==> config.mk <==
export PLATFORM = sky130hd
export DESIGN_NAME = one_way_elevator_disk_arbiter_unit
export DESIGN_NICKNAME = d
export VERILOG_FILES = /design/src/rtl/core/owda_pkg.sv /design/src/rtl/core/owda_dp.sv /design/src/rtl/core/owda_ctrl.sv /design/src/rtl/core/one_way_elevator_disk_arbiter_unit.sv
export SDC_FILE = /design/constraint.sdc
export NUM_CORES = 1
export LEC_CHECK = 0
export ABC_AREA = 0
export BUFFER_PORTS_ARGS = -buffer_cell sky130_fd_sc_hd__buf_2
export CAP_MARGIN = 20
export CORE_AREA = 2 2 143 284
export CTS_BUF_LIST = sky130_fd_sc_hd__clkbuf_16
export DETAILED_ROUTE_END_ITERATION = 12
export DIE_AREA = 0 0 145 286
export GPL_ROUTABILITY_DRIVEN = 0
export PLACE_DENSITY = 0.67
export SYNTH_ARGS = -nofsm -noshare
export SYNTH_HDL_FRONTEND = slang
export SYNTH_HIERARCHICAL = 1
export SYNTH_SLANG_ARGS = --single-unit
==> constraint.sdc <==
create_clock -name clk -period 9.7 [get_ports clk]
set_input_delay 2.425 -clock clk [delete_from_list [all_inputs] [get_ports clk]]
set_output_delay 2.425 -clock clk [all_outputs]
set_load 0.02 [all_outputs]
==> src/rtl/core/owda_pkg.sv <==
// ----------------------------------------------------------------------------
// owda_pkg
// Shared types and codes for the one-way elevator disk arbiter.
// ----------------------------------------------------------------------------
package owda_pkg;

  localparam logic [1:0] ST_GRANTED = 2'd0;
  localparam logic [1:0] ST_QUEUED  = 2'd1;
  localparam logic [1:0] ST_IDLE    = 2'd2;
  localparam logic [1:0] ST_FULL    = 2'd3;

  localparam logic OP_REQUEST = 1'b0;
  localparam logic OP_RELEASE = 1'b1;

  typedef enum logic [2:0] {
    S_IDLE,
    S_SCAN,
    S_DRAIN,
    S_CHECK,
    S_SHIFT,
    S_SHIFT_DRAIN,
    S_FINISH
  } state_t;

  typedef struct packed {
    logic accept;
    logic start_scan;
    logic scan_step;
    logic flip;
    logic start_shift;
    logic shift_step;
    logic finish;
  } cmd_t;

  typedef struct packed {
    logic long_op;
    logic out_pending;
    logic scan_last;
    logic best_found;
    logic best_last;
    logic shift_last;
  } sts_t;

endpackage

==> src/rtl/core/owda_dp.sv <==
// ----------------------------------------------------------------------------
// owda_dp
// Datapath: waiting store, sweep scan, store compaction and result register.
// ----------------------------------------------------------------------------
module owda_dp #(
  parameter int QD = 16,
  parameter int TB = 16,
  parameter int CB = 4,
  parameter int AW = 4,
  parameter int CW = 5
) (
  input  logic               clk,
  input  logic               rst_n,
  input  logic               in_op,
  input  logic [CB-1:0]      in_requester_id,
  input  logic [TB-1:0]      in_track,
  input  owda_pkg::cmd_t     cmd,
  output owda_pkg::sts_t     sts,
  output logic               out_valid,
  input  logic               out_ready,
  output logic [1:0]         out_status,
  output logic [CB-1:0]      out_grant_id,
  output logic [TB-1:0]      out_grant_track,
  output logic               out_disk_busy,
  output logic [CW-1:0]      out_waiting_count
);
  import owda_pkg::*;

  localparam int EW = TB + CB + 1;

  logic [EW-1:0] mem [QD];
  logic [EW-1:0] rd_q_r;
  logic [AW-1:0] rd_addr;
  logic [AW-1:0] wr_addr;
  logic [EW-1:0] wr_data;
  logic          wr_en;

  logic          held_r, cur_r, out_valid_r, pend_r, shift_mode_r, best_found_r;
  logic [TB-1:0] head_r;
  logic [CW-1:0] count_r;
  logic [AW-1:0] ptr_r, rd_idx_d_r, best_idx_r;
  logic [TB-1:0] best_trk_r;
  logic [CB-1:0] best_cli_r;

  logic [1:0]    o_status_r;
  logic [CB-1:0] o_id_r;
  logic [TB-1:0] o_trk_r;
  logic          o_busy_r;
  logic [CW-1:0] o_cnt_r;

  logic          full, enqueue, eval_hit, e_sw;
  logic [TB-1:0] e_trk;
  logic [CB-1:0] e_cli;
  logic [CW-1:0] cnt_m1;

  assign full    = (count_r == CW'(QD));
  assign enqueue = cmd.accept && !sts.long_op && (in_op == OP_REQUEST) && held_r && !full;
  assign cnt_m1  = count_r - CW'(1);

  assign e_trk = rd_q_r[TB-1:0];
  assign e_cli = rd_q_r[TB+CB-1:TB];
  assign e_sw  = rd_q_r[EW-1];
  // Strict compare while walking upwards keeps the oldest of equal tracks.
  assign eval_hit = pend_r && !shift_mode_r && (e_sw == cur_r) &&
                    (!best_found_r || (e_trk < best_trk_r));

  assign rd_addr = cmd.shift_step ? ptr_r + AW'(1) : ptr_r;

  always_comb begin
    wr_en   = 1'b0;
    wr_addr = count_r[AW-1:0];
    wr_data = {((in_track < head_r) ? ~cur_r : cur_r), in_requester_id, in_track};
    if (enqueue) begin
      wr_en = 1'b1;
    end else if (pend_r && shift_mode_r) begin
      wr_en   = 1'b1;
      wr_addr = rd_idx_d_r - AW'(1);
      wr_data = rd_q_r;
    end
  end

  always_ff @(posedge clk) begin
    if (wr_en) begin
      mem[wr_addr] <= wr_data;
    end
    rd_q_r <= mem[rd_addr];
  end

  always_comb begin
    sts.long_op     = (in_op == OP_RELEASE) && (count_r != '0);
    sts.out_pending = out_valid_r;
    sts.scan_last   = (CW'(ptr_r) == cnt_m1);
    sts.best_found  = best_found_r;
    sts.best_last   = (CW'(best_idx_r) == cnt_m1);
    sts.shift_last  = (CW'(ptr_r) + CW'(1) == cnt_m1);
  end

  always_ff @(posedge clk) begin
    if (!rst_n) begin
      held_r       <= 1'b0;
      cur_r        <= 1'b0;
      head_r       <= '0;
      count_r      <= '0;
      out_valid_r  <= 1'b0;
      pend_r       <= 1'b0;
      shift_mode_r <= 1'b0;
      best_found_r <= 1'b0;
      ptr_r        <= '0;
    end else begin
      pend_r <= cmd.scan_step || cmd.shift_step;
      if (cmd.scan_step || cmd.shift_step) begin
        ptr_r <= ptr_r + AW'(1);
      end
      if (eval_hit) begin
        best_found_r <= 1'b1;
      end
      if (cmd.start_scan) begin
        ptr_r        <= '0;
        best_found_r <= 1'b0;
        shift_mode_r <= 1'b0;
      end
      if (cmd.flip) begin
        cur_r <= ~cur_r;
      end
      if (cmd.start_shift) begin
        ptr_r        <= best_idx_r;
        shift_mode_r <= 1'b1;
        head_r       <= best_trk_r;
      end
      if (cmd.finish) begin
        count_r <= cnt_m1;
        held_r  <= 1'b1;
      end
      if (cmd.accept && !sts.long_op) begin
        if (in_op == OP_REQUEST) begin
          if (!held_r) begin
            held_r <= 1'b1;
            head_r <= in_track;
          end else if (!full) begin
            count_r <= count_r + CW'(1);
          end
        end else begin
          held_r <= 1'b0;
        end
      end
      if (cmd.finish || (cmd.accept && !sts.long_op)) begin
        out_valid_r <= 1'b1;
      end else if (out_ready) begin
        out_valid_r <= 1'b0;
      end
    end
  end

  always_ff @(posedge clk) begin
    if (cmd.scan_step || cmd.shift_step) begin
      rd_idx_d_r <= rd_addr;
    end
    if (eval_hit) begin
      best_idx_r <= rd_idx_d_r;
      best_trk_r <= e_trk;
      best_cli_r <= e_cli;
    end
    if (cmd.finish) begin
      o_status_r <= ST_GRANTED;
      o_id_r     <= best_cli_r;
      o_trk_r    <= best_trk_r;
      o_busy_r   <= 1'b1;
      o_cnt_r    <= cnt_m1;
    end else if (cmd.accept && !sts.long_op) begin
      o_id_r  <= '0;
      o_trk_r <= '0;
      o_cnt_r <= count_r;
      if (in_op == OP_REQUEST) begin
        o_busy_r <= 1'b1;
        if (!held_r) begin
          o_status_r <= ST_GRANTED;
          o_id_r     <= in_requester_id;
          o_trk_r    <= in_track;
        end else if (full) begin
          o_status_r <= ST_FULL;
        end else begin
          o_status_r <= ST_QUEUED;
          o_cnt_r    <= count_r + CW'(1);
        end
      end else begin
        o_status_r <= ST_IDLE;
        o_busy_r   <= 1'b0;
      end
    end
  end

  assign out_valid         = out_valid_r;
  assign out_status        = o_status_r;
  assign out_grant_id      = o_id_r;
  assign out_grant_track   = o_trk_r;
  assign out_disk_busy     = o_busy_r;
  assign out_waiting_count = o_cnt_r;

endmodule

==> src/rtl/core/owda_ctrl.sv <==
// ----------------------------------------------------------------------------
// owda_ctrl
// Controller: sequences the sweep scan and store compaction of a release.
// ----------------------------------------------------------------------------
module owda_ctrl (
  input  logic           clk,
  input  logic           rst_n,
  input  logic           in_valid,
  output logic           in_ready,
  input  logic           out_ready,
  input  owda_pkg::sts_t sts,
  output owda_pkg::cmd_t cmd
);
  import owda_pkg::*;

  state_t state_r, state_nxt;

  always_ff @(posedge clk) begin
    if (!rst_n) begin
      state_r <= S_IDLE;
    end else begin
      state_r <= state_nxt;
    end
  end

  always_comb begin
    state_nxt = state_r;
    cmd       = '0;
    in_ready  = 1'b0;
    unique case (state_r)
      S_IDLE: begin
        in_ready = !sts.out_pending || out_ready;
        if (in_valid && in_ready) begin
          cmd.accept = 1'b1;
          if (sts.long_op) begin
            cmd.start_scan = 1'b1;
            state_nxt      = S_SCAN;
          end
        end
      end
      S_SCAN: begin
        cmd.scan_step = 1'b1;
        if (sts.scan_last) begin
          state_nxt = S_DRAIN;
        end
      end
      S_DRAIN: begin
        state_nxt = S_CHECK;
      end
      S_CHECK: begin
        if (sts.best_found) begin
          cmd.start_shift = 1'b1;
          state_nxt       = sts.best_last ? S_FINISH : S_SHIFT;
        end else begin
          // Nothing left in this sweep, so the next sweep becomes current.
          cmd.flip       = 1'b1;
          cmd.start_scan = 1'b1;
          state_nxt      = S_SCAN;
        end
      end
      S_SHIFT: begin
        cmd.shift_step = 1'b1;
        if (sts.shift_last) begin
          state_nxt = S_SHIFT_DRAIN;
        end
      end
      S_SHIFT_DRAIN: begin
        state_nxt = S_FINISH;
      end
      S_FINISH: begin
        cmd.finish = 1'b1;
        state_nxt  = S_IDLE;
      end
      default: begin
        state_nxt = S_IDLE;
      end
    endcase
  end

endmodule

==> src/rtl/core/one_way_elevator_disk_arbiter_unit.sv <==
// ----------------------------------------------------------------------------
// one_way_elevator_disk_arbiter_unit
// C-LOOK disk access arbiter with a packed store of waiting requests.
// ----------------------------------------------------------------------------
// A request, and a release with nothing waiting, is handled at acceptance and
// its result appears in the output register the cycle after acceptance. A
// release with N requests waiting walks the store in a memory with one read
// and one write port, one entry per cycle: a pass over the current sweep, a
// second pass when the current sweep is empty, and then the granted entry is
// removed by copying the later entries down one per cycle, with no copying
// when it is the last entry. A new item is taken only once the previous one
// has finished.
module one_way_elevator_disk_arbiter_unit #(
  parameter int QUEUE_DEPTH = 16,
  parameter int TRACK_BITS  = 16,
  parameter int CLIENT_BITS = 4
) (
  input  logic                               clk,
  input  logic                               rst_n,
  input  logic                               in_valid,
  output logic                               in_ready,
  input  logic                               in_op,
  input  logic [CLIENT_BITS-1:0]             in_requester_id,
  input  logic [TRACK_BITS-1:0]              in_track,
  output logic                               out_valid,
  input  logic                               out_ready,
  output logic [1:0]                         out_status,
  output logic [CLIENT_BITS-1:0]             out_grant_id,
  output logic [TRACK_BITS-1:0]              out_grant_track,
  output logic                               out_disk_busy,
  output logic [$clog2(QUEUE_DEPTH+1)-1:0]   out_waiting_count
);
  import owda_pkg::*;

  localparam int AW = $clog2(QUEUE_DEPTH);
  localparam int CW = $clog2(QUEUE_DEPTH + 1);

  cmd_t cmd;
  sts_t sts;

  owda_ctrl u_ctrl (
    .clk       (clk),
    .rst_n     (rst_n),
    .in_valid  (in_valid),
    .in_ready  (in_ready),
    .out_ready (out_ready),
    .sts       (sts),
    .cmd       (cmd)
  );

  owda_dp #(
    .QD (QUEUE_DEPTH),
    .TB (TRACK_BITS),
    .CB (CLIENT_BITS),
    .AW (AW),
    .CW (CW)
  ) u_dp (
    .clk               (clk),
    .rst_n             (rst_n),
    .in_op             (in_op),
    .in_requester_id   (in_requester_id),
    .in_track          (in_track),
    .cmd               (cmd),
    .sts               (sts),
    .out_valid         (out_valid),
    .out_ready         (out_ready),
    .out_status        (out_status),
    .out_grant_id      (out_grant_id),
    .out_grant_track   (out_grant_track),
    .out_disk_busy     (out_disk_busy),
    .out_waiting_count (out_waiting_count)
  );

endmodule
Word-level counts from Yosys, hierarchy flattened
Memory sizes are Yosys's and may differ from the RTL's. A register that Yosys moved wholly into a read port is not among the register bits. Cells that the tools add are included.

Bits in registers: 90. Memory bits (writable): 336. Input port bits: 25. Output and inout bits: 30. Memories kept: 1.

Add/sub/neg operators: 5. Order comparisons: 2. Eq/ne operators: 15. Muxes and demuxes: 65. Bitwise logic cells: 3. Reductions and logical operators: 27.

Memory list: u_dp.mem (words 16, bits a word 21, rd ports 1, clocked after Yosys merged registers in 1, write ports 1, line owda_dp.sv:31) `logic [EW-1:0] mem [QD];`.

Operators by type and width (number): 2-to-1 mux 16 bit (8); 2-to-1 mux 5 bit (10); 2-to-1 mux 21 bit (2); 2-to-1 mux 4 bit (10); < comparator 16 bit (2); 2-to-1 mux 1 bit (22); one-hot mux 3 bit (6 select lines) (1); 2-to-1 mux 3 bit (5); 2-to-1 mux 2 bit (6); == test 4 x 5 -> 1 bit (2); logical AND 1 bit (10); == test 3 bit (second input constant) (3); == test 3 x 2 -> 1 bit (second input constant) (2); nonzero test 2 bit (3); adder 4 x 1 -> 5 bit (second input constant) (1); adder 5 x 1 -> 5 bit (second input constant) (1); == test 5 bit (1); == test 5 bit (second input constant) (1); zero test 1 bit (5); nonzero test 5 bit (1); subtractor 5 x 1 -> 5 bit (second input constant) (1); adder 4 x 1 -> 4 bit (second input constant) (1); logical OR 1 bit (4); != test 2 x 1 -> 1 bit (second input constant) (2); other kinds (10) (13).

Longest topological paths before layout
Depth in word-level cells: 12. Mapped depth: 13. Depth with buffers taken out: 12.

Cells and area by module
The synthesis kept the hierarchy.

By module, submodules not included: owda_dp (times used 1, cells an instance 1288, area an instance 20239.4 sq um, sequential area each 12782.3 sq um); owda_ctrl (times used 1, cells an instance 34, area an instance 242.7 sq um, sequential area each 60.1 sq um).

Least setup slack after synthesis
No wires, ideal clock.

Path type: in2reg. From: input port out_ready. To: memory u_dp/mem[10][0] (netlist bit) (enable). Arrival time: 5255 ps. Required time: 9275 ps. Path slack: 4020 ps. Stages: 8. Buffers on the path: 1. Cells stage by stage: nand2b_1 -> nor2b_2 -> and2_1 -> a31oi_4 -> buf_6 -> a21oi_1 -> nand2_1 -> nor3_1.

RTL lines: start: declaration (line one_way_elevator_disk_arbiter_unit.sv:26) `input logic out_ready,`; end: declaration (line owda_dp.sv:31).

Worst setup path after layout
From: input port out_ready. To: output port in_ready.

Longest elaborated chain between the ends: 2.

Ends and longest elaborated chain: logical OR 1 bit (line owda_ctrl.sv:32) `in_ready = !sts.out_pending || out_ready;`; 2-to-1 mux 1 bit (line owda_ctrl.sv:30) `unique case (state_r)`; end: declaration (line one_way_elevator_disk_arbiter_unit.sv:21) `output logic in_ready,`.

Every way passes these cells.

==> run summary <==
The flow ran to the end, and the final reports show no timing, DRC or antenna violations. The detailed router finished its first iteration with around 630 violations. TritonCTS created 39 clock buffers. The number of cells produced by synthesis is roughly 1.3k. The top-level port count is 55. The footprint of the multi-input gates is 7020 µm². The areal power density over the cells is around 190 nW/µm².

The placeable core area is 39300 µm². Setup repair after global routing left no endpoint under its margin. The final-report hold violation count came to 0. Of the synthesized area, sequential elements account for 62.7%. The share of cells above drive strength 1 came out at a little under a fifth.

The hold-fix buffer count after cts is 0. The die is 286 µm tall. In the synthesized netlist the async set-or-reset flop fraction comes to 0%.

The headroom to the max-slew limit is 24.9%. The total negative slack for setup checks came out at 0 ns. In this run the register-to-register setup slack is 5.93 ns. The number of buffers added on ports is 54.

The worst setup path is captured at a primary output. In this run the critical register-to-register path is captured at u_dp/rd_q_r[14]. Yosys mapped the design onto between 70 and 80 distinct sky130hd cell types.

The via count of the first global-routing pass came out at 11.9k. The final cell count without fillers is ~1.9k. Counting cells, the worst reg-to-reg path comes to 8. The data arrival at the endpoint of the critical path is 3.00 ns.

The initial antenna violation count is 1. In the routed design, unresolved DRC markers number 0. The HPWL reported at the end of detailed placement is 28600 µm. The data required time of the critical path is 7.28 ns. The buffer depth of the longest clock path is 3. In this run the worst path has a maximum fanout of 3.

The top achievable clock speed came out at about 0.18 GHz. The number of enable-type register cells in the synthesized netlist came out at 389. Summing over every cut layer, the via total after detailed routing is ~11k. The final critical path time including I/O delays and setup came out at 5.43 ns. The number of warnings issued by yosys came out at 6.

The worst setup path is launched from an input pin. The path with the worst hold slack has its endpoint at u_dp/best_cli_r[0]. In this run, synthesis produced a sequential element count of approximately 450.

In the synthesized netlist the dominant register cell turns out to be sky130_fd_sc_hd__edfxtp_1. The post-cts repair resize count is 0. The clock slew seen by the registers of the worst setup and hold paths came out at 0.07 ns. The final clock skew came out at around 0.021 ns.

The initial standard-cell utilization of the core is approximately 52%. The routed wire length per instance is 22.9 µm. The detailed route wirelength on metal2 is between 20000 and 25000 µm. In this run the worst hold path is classified as flip-flop to flip-flop.

The part of the power in combinational logic is between 10% and 20%. The setup path with the least slack is of type input pin to primary output. Wire segments on met3 add up to 1660 µm in the final route. The transition time at the pin with the least slew margin came out at 1.13 ns. The power share of the sequential group came out at about half. The max-slew violation count is 0. The number of H-tree branching levels is 2.

The row count came out at ~100. The area used by sequential logic in the layout came out at 12800 µm². The post-CTS setup buffer count came out at 0. The via density per instance came out at 5.86. Power comes to approximately 4300 µW. The overall fraction of global-route tracks in use is 21.6%. The count of TritonRoute iterations in the first routing pass came out at 7. The maximum ir drop on the vdd rail is about 0.00014 V. Along the worst hold path, the cell count comes to 0. The cell internal power dissipation came out at approximately 3200 µW. The switching share of power is 24.2%.

The latest clock arrival within the worst-skew pair came out at 0.55 ns. The overall die width came out at between 100 and 150 µm. In this run the remaining antenna-violating nets after routing total 0. Max-cap violations in this run came to 0.

In the layout the commonest cells are sky130_fd_sc_hd__edfxtp_1 (389), sky130_fd_sc_hd__mux2i_1 (186), sky130_fd_sc_hd__nand2_1 (102), sky130_fd_sc_hd__mux4_2 (81), sky130_fd_sc_hd__dfxtp_1 (56). The CTS tree is built. Leaving out fill and tap cells, the most frequent cell in the layout is sky130_fd_sc_hd__edfxtp_1. The antenna diode count came out at 0. The startpoint of the tightest hold check path is u_dp/rd_q_r[16].

The average footprint of a synthesized cell came out at 15.5 µm². Once placement completed, the tool counted placed cells totaling ~1.9k. In the final design database the tool counted approximately 1.4k nets. Clock tree synthesis selected as its root buffer the cell sky130_fd_sc_hd__clkbuf_16. The origin of the critical flop-to-flop path is u_dp/ptr_r[1]. Setup violations remaining at the end of the flow were counted as 0. The netlist area before placement came out at around 20000 µm². The period utilization came out at 55.9%.

The share of power burned in the clock network is about 36%. The maximum number of pins on one net before global-route repair came out at between 50 and 60. The final wirelength came out at ~44000 µm. The total congestion overflow after global routing came out at 0. The filler cell count is 2935. The number of clock sinks came out at ~450. For this block, wires on met1 add up to 16600 µm. The die covers 41500 µm².

The area growth from synthesis to layout is 10.0%. The leakage power came out at between 0.007 and 0.008 µW. The uppermost metal layer occupied by signal nets is met5. The net switching power came out at between 1000 and 1500 µW. The number of nets in the synthesized netlist came out at 1381. The first-pass GRT wire length is between 60000 and 70000 µm.
-- logic make-up (layout without fill, tap and decap cells) --
logic type,Yosys count,after routing,share of synthesized area [%]
fa+ha+maj,34,34,2.08
mux,294,294,19.7
compound gates,150,150,4.68
simple gates,244,244,5.88
buf+inv,124,202,3.53
flops,447,447,62.7
xor+xnor,29,29,1.42
-- worst max path at each step --
| stage | end | slack [ns] | depth (start not counted) | startpoint |
|---|---|---|---|---|
| after global placement | u_dp/mem[11][9] | 4.24 | 10 | out_ready |
| after global routing | in_ready | 4.24 | 4 | out_ready |
| after detailed placement | u_dp/mem[11][11] | 4.10 | 10 | out_ready |
| final | in_ready | 4.27 | 4 | out_ready |
| after floorplan | u_dp/mem[10][0] | 4.02 | 8 | out_ready |
| after CTS | in_ready | 4.27 | 4 | out_ready |
-- layout make-up --
type | instances | share of cell area, %
well taps | 525 | 2.92
multi-input cells | 751 | 31.2
inverters | 45 | 0.750
clock buffers | 41 | 4.55
repair buffers | 87 | 2.60
flip-flops and latches | 447 | 57.0
clock inverters | 29 | 1.00
-- flip-flops by register name, indices dropped and copies added (netlist names) --
register                cells
u_dp/mem                  336
u_dp/out_status             2
u_dp/out_grant_id           4
u_dp/cur_r                  1
u_dp/rd_q_r                21
u_dp/best_idx_r             4
u_dp/rd_idx_d_r             4
u_dp/best_trk_r            16
u_dp/out_valid              1
u_dp/count_r                5
u_dp/best_found_r           1
u_dp/held_r                 1
u_dp/ptr_r                  4
u_ctrl/state_r              3
u_dp/shift_mode_r           1
u_dp/out_waiting_count      5
u_dp/out_disk_busy          1
u_dp/head_r                16
u_dp/pend_r                 1
u_dp/out_grant_track       16
u_dp/best_cli_r             4
-- synthesized netlist by cell type (8+ instances only) --
library cell / n / area (µm²)
sky130_fd_sc_hd__nand4_1: 9 / 56.3
sky130_fd_sc_hd__nor2_1: 46 / 173
sky130_fd_sc_hd__a21oi_1: 26 / 130
sky130_fd_sc_hd__and3_1: 11 / 68.8
sky130_fd_sc_hd__mux4_2: 81 / 1820
sky130_fd_sc_hd__o21ai_1: 34 / 170
sky130_fd_sc_hd__buf_6: 9 / 101
sky130_fd_sc_hd__mux2i_1: 186 / 1860
sky130_fd_sc_hd__inv_1: 43 / 161
sky130_fd_sc_hd__clkbuf_1: 23 / 86.3
sky130_fd_sc_hd__nand3_1: 28 / 140
sky130_fd_sc_hd__ha_1: 34 / 425
sky130_fd_sc_hd__edfxtp_1: 389 / 11700
sky130_fd_sc_hd__buf_2: 18 / 90.1
sky130_fd_sc_hd__o21ai_0: 25 / 125
sky130_fd_sc_hd__dfxtp_1: 58 / 1160
sky130_fd_sc_hd__xor2_1: 10 / 87.6
sky130_fd_sc_hd__buf_4: 12 / 90.1
sky130_fd_sc_hd__nor3_2: 8 / 80.1
sky130_fd_sc_hd__nand2b_1: 9 / 56.3
sky130_fd_sc_hd__o211ai_1: 20 / 150
sky130_fd_sc_hd__a31oi_1: 8 / 50.1
sky130_fd_sc_hd__xnor2_1: 14 / 123
sky130_fd_sc_hd__mux2_1: 21 / 236
sky130_fd_sc_hd__nand2_1: 102 / 383
sky130_fd_sc_hd__a21o_1: 8 / 60.1
-- through the flow --
step	cell area, µm²	hold WS [ns]	util, %	setup slack (ns)
2_1_floorplan	20500	0.404	-	4.02
3_3_place_gp	21200	0.412	53.9	4.24
3_5_place_dp	21200	0.421	54.0	4.10
4_1_cts	22500	0.440	57.1	4.27
5_1_grt	22500	0.460	57.3	4.24
6_report	22500	0.446	57.3	4.27
-- routing by layer --
metal / GRT usage, % / up-vias
met5: 0 / -
met1: 24.2 / 5727
met2: 41.5 / 264
met3: 2.58 / 95
li1: - / 5195
met4: 8.29 / 2
-- critical path: stages --
cell and delay, ns:
sky130_fd_sc_hd__buf_2 0.10, sky130_fd_sc_hd__nand2b_1 0.16, sky130_fd_sc_hd__nor2b_2 0.16, sky130_fd_sc_hd__buf_2 0.15
-- power by group through the flow --
stage	clock [µW]	sequential [µW]	combinational, µW
2_1_floorplan	0	2230	426
3_3_place_gp	0	2220	555
3_5_place_dp	0	2230	566
4_1_cts	1560	2180	568
5_1_grt	1630	2190	614
6_report	1530	2180	565
No activity file was read; power rests on OpenSTA's default activity.
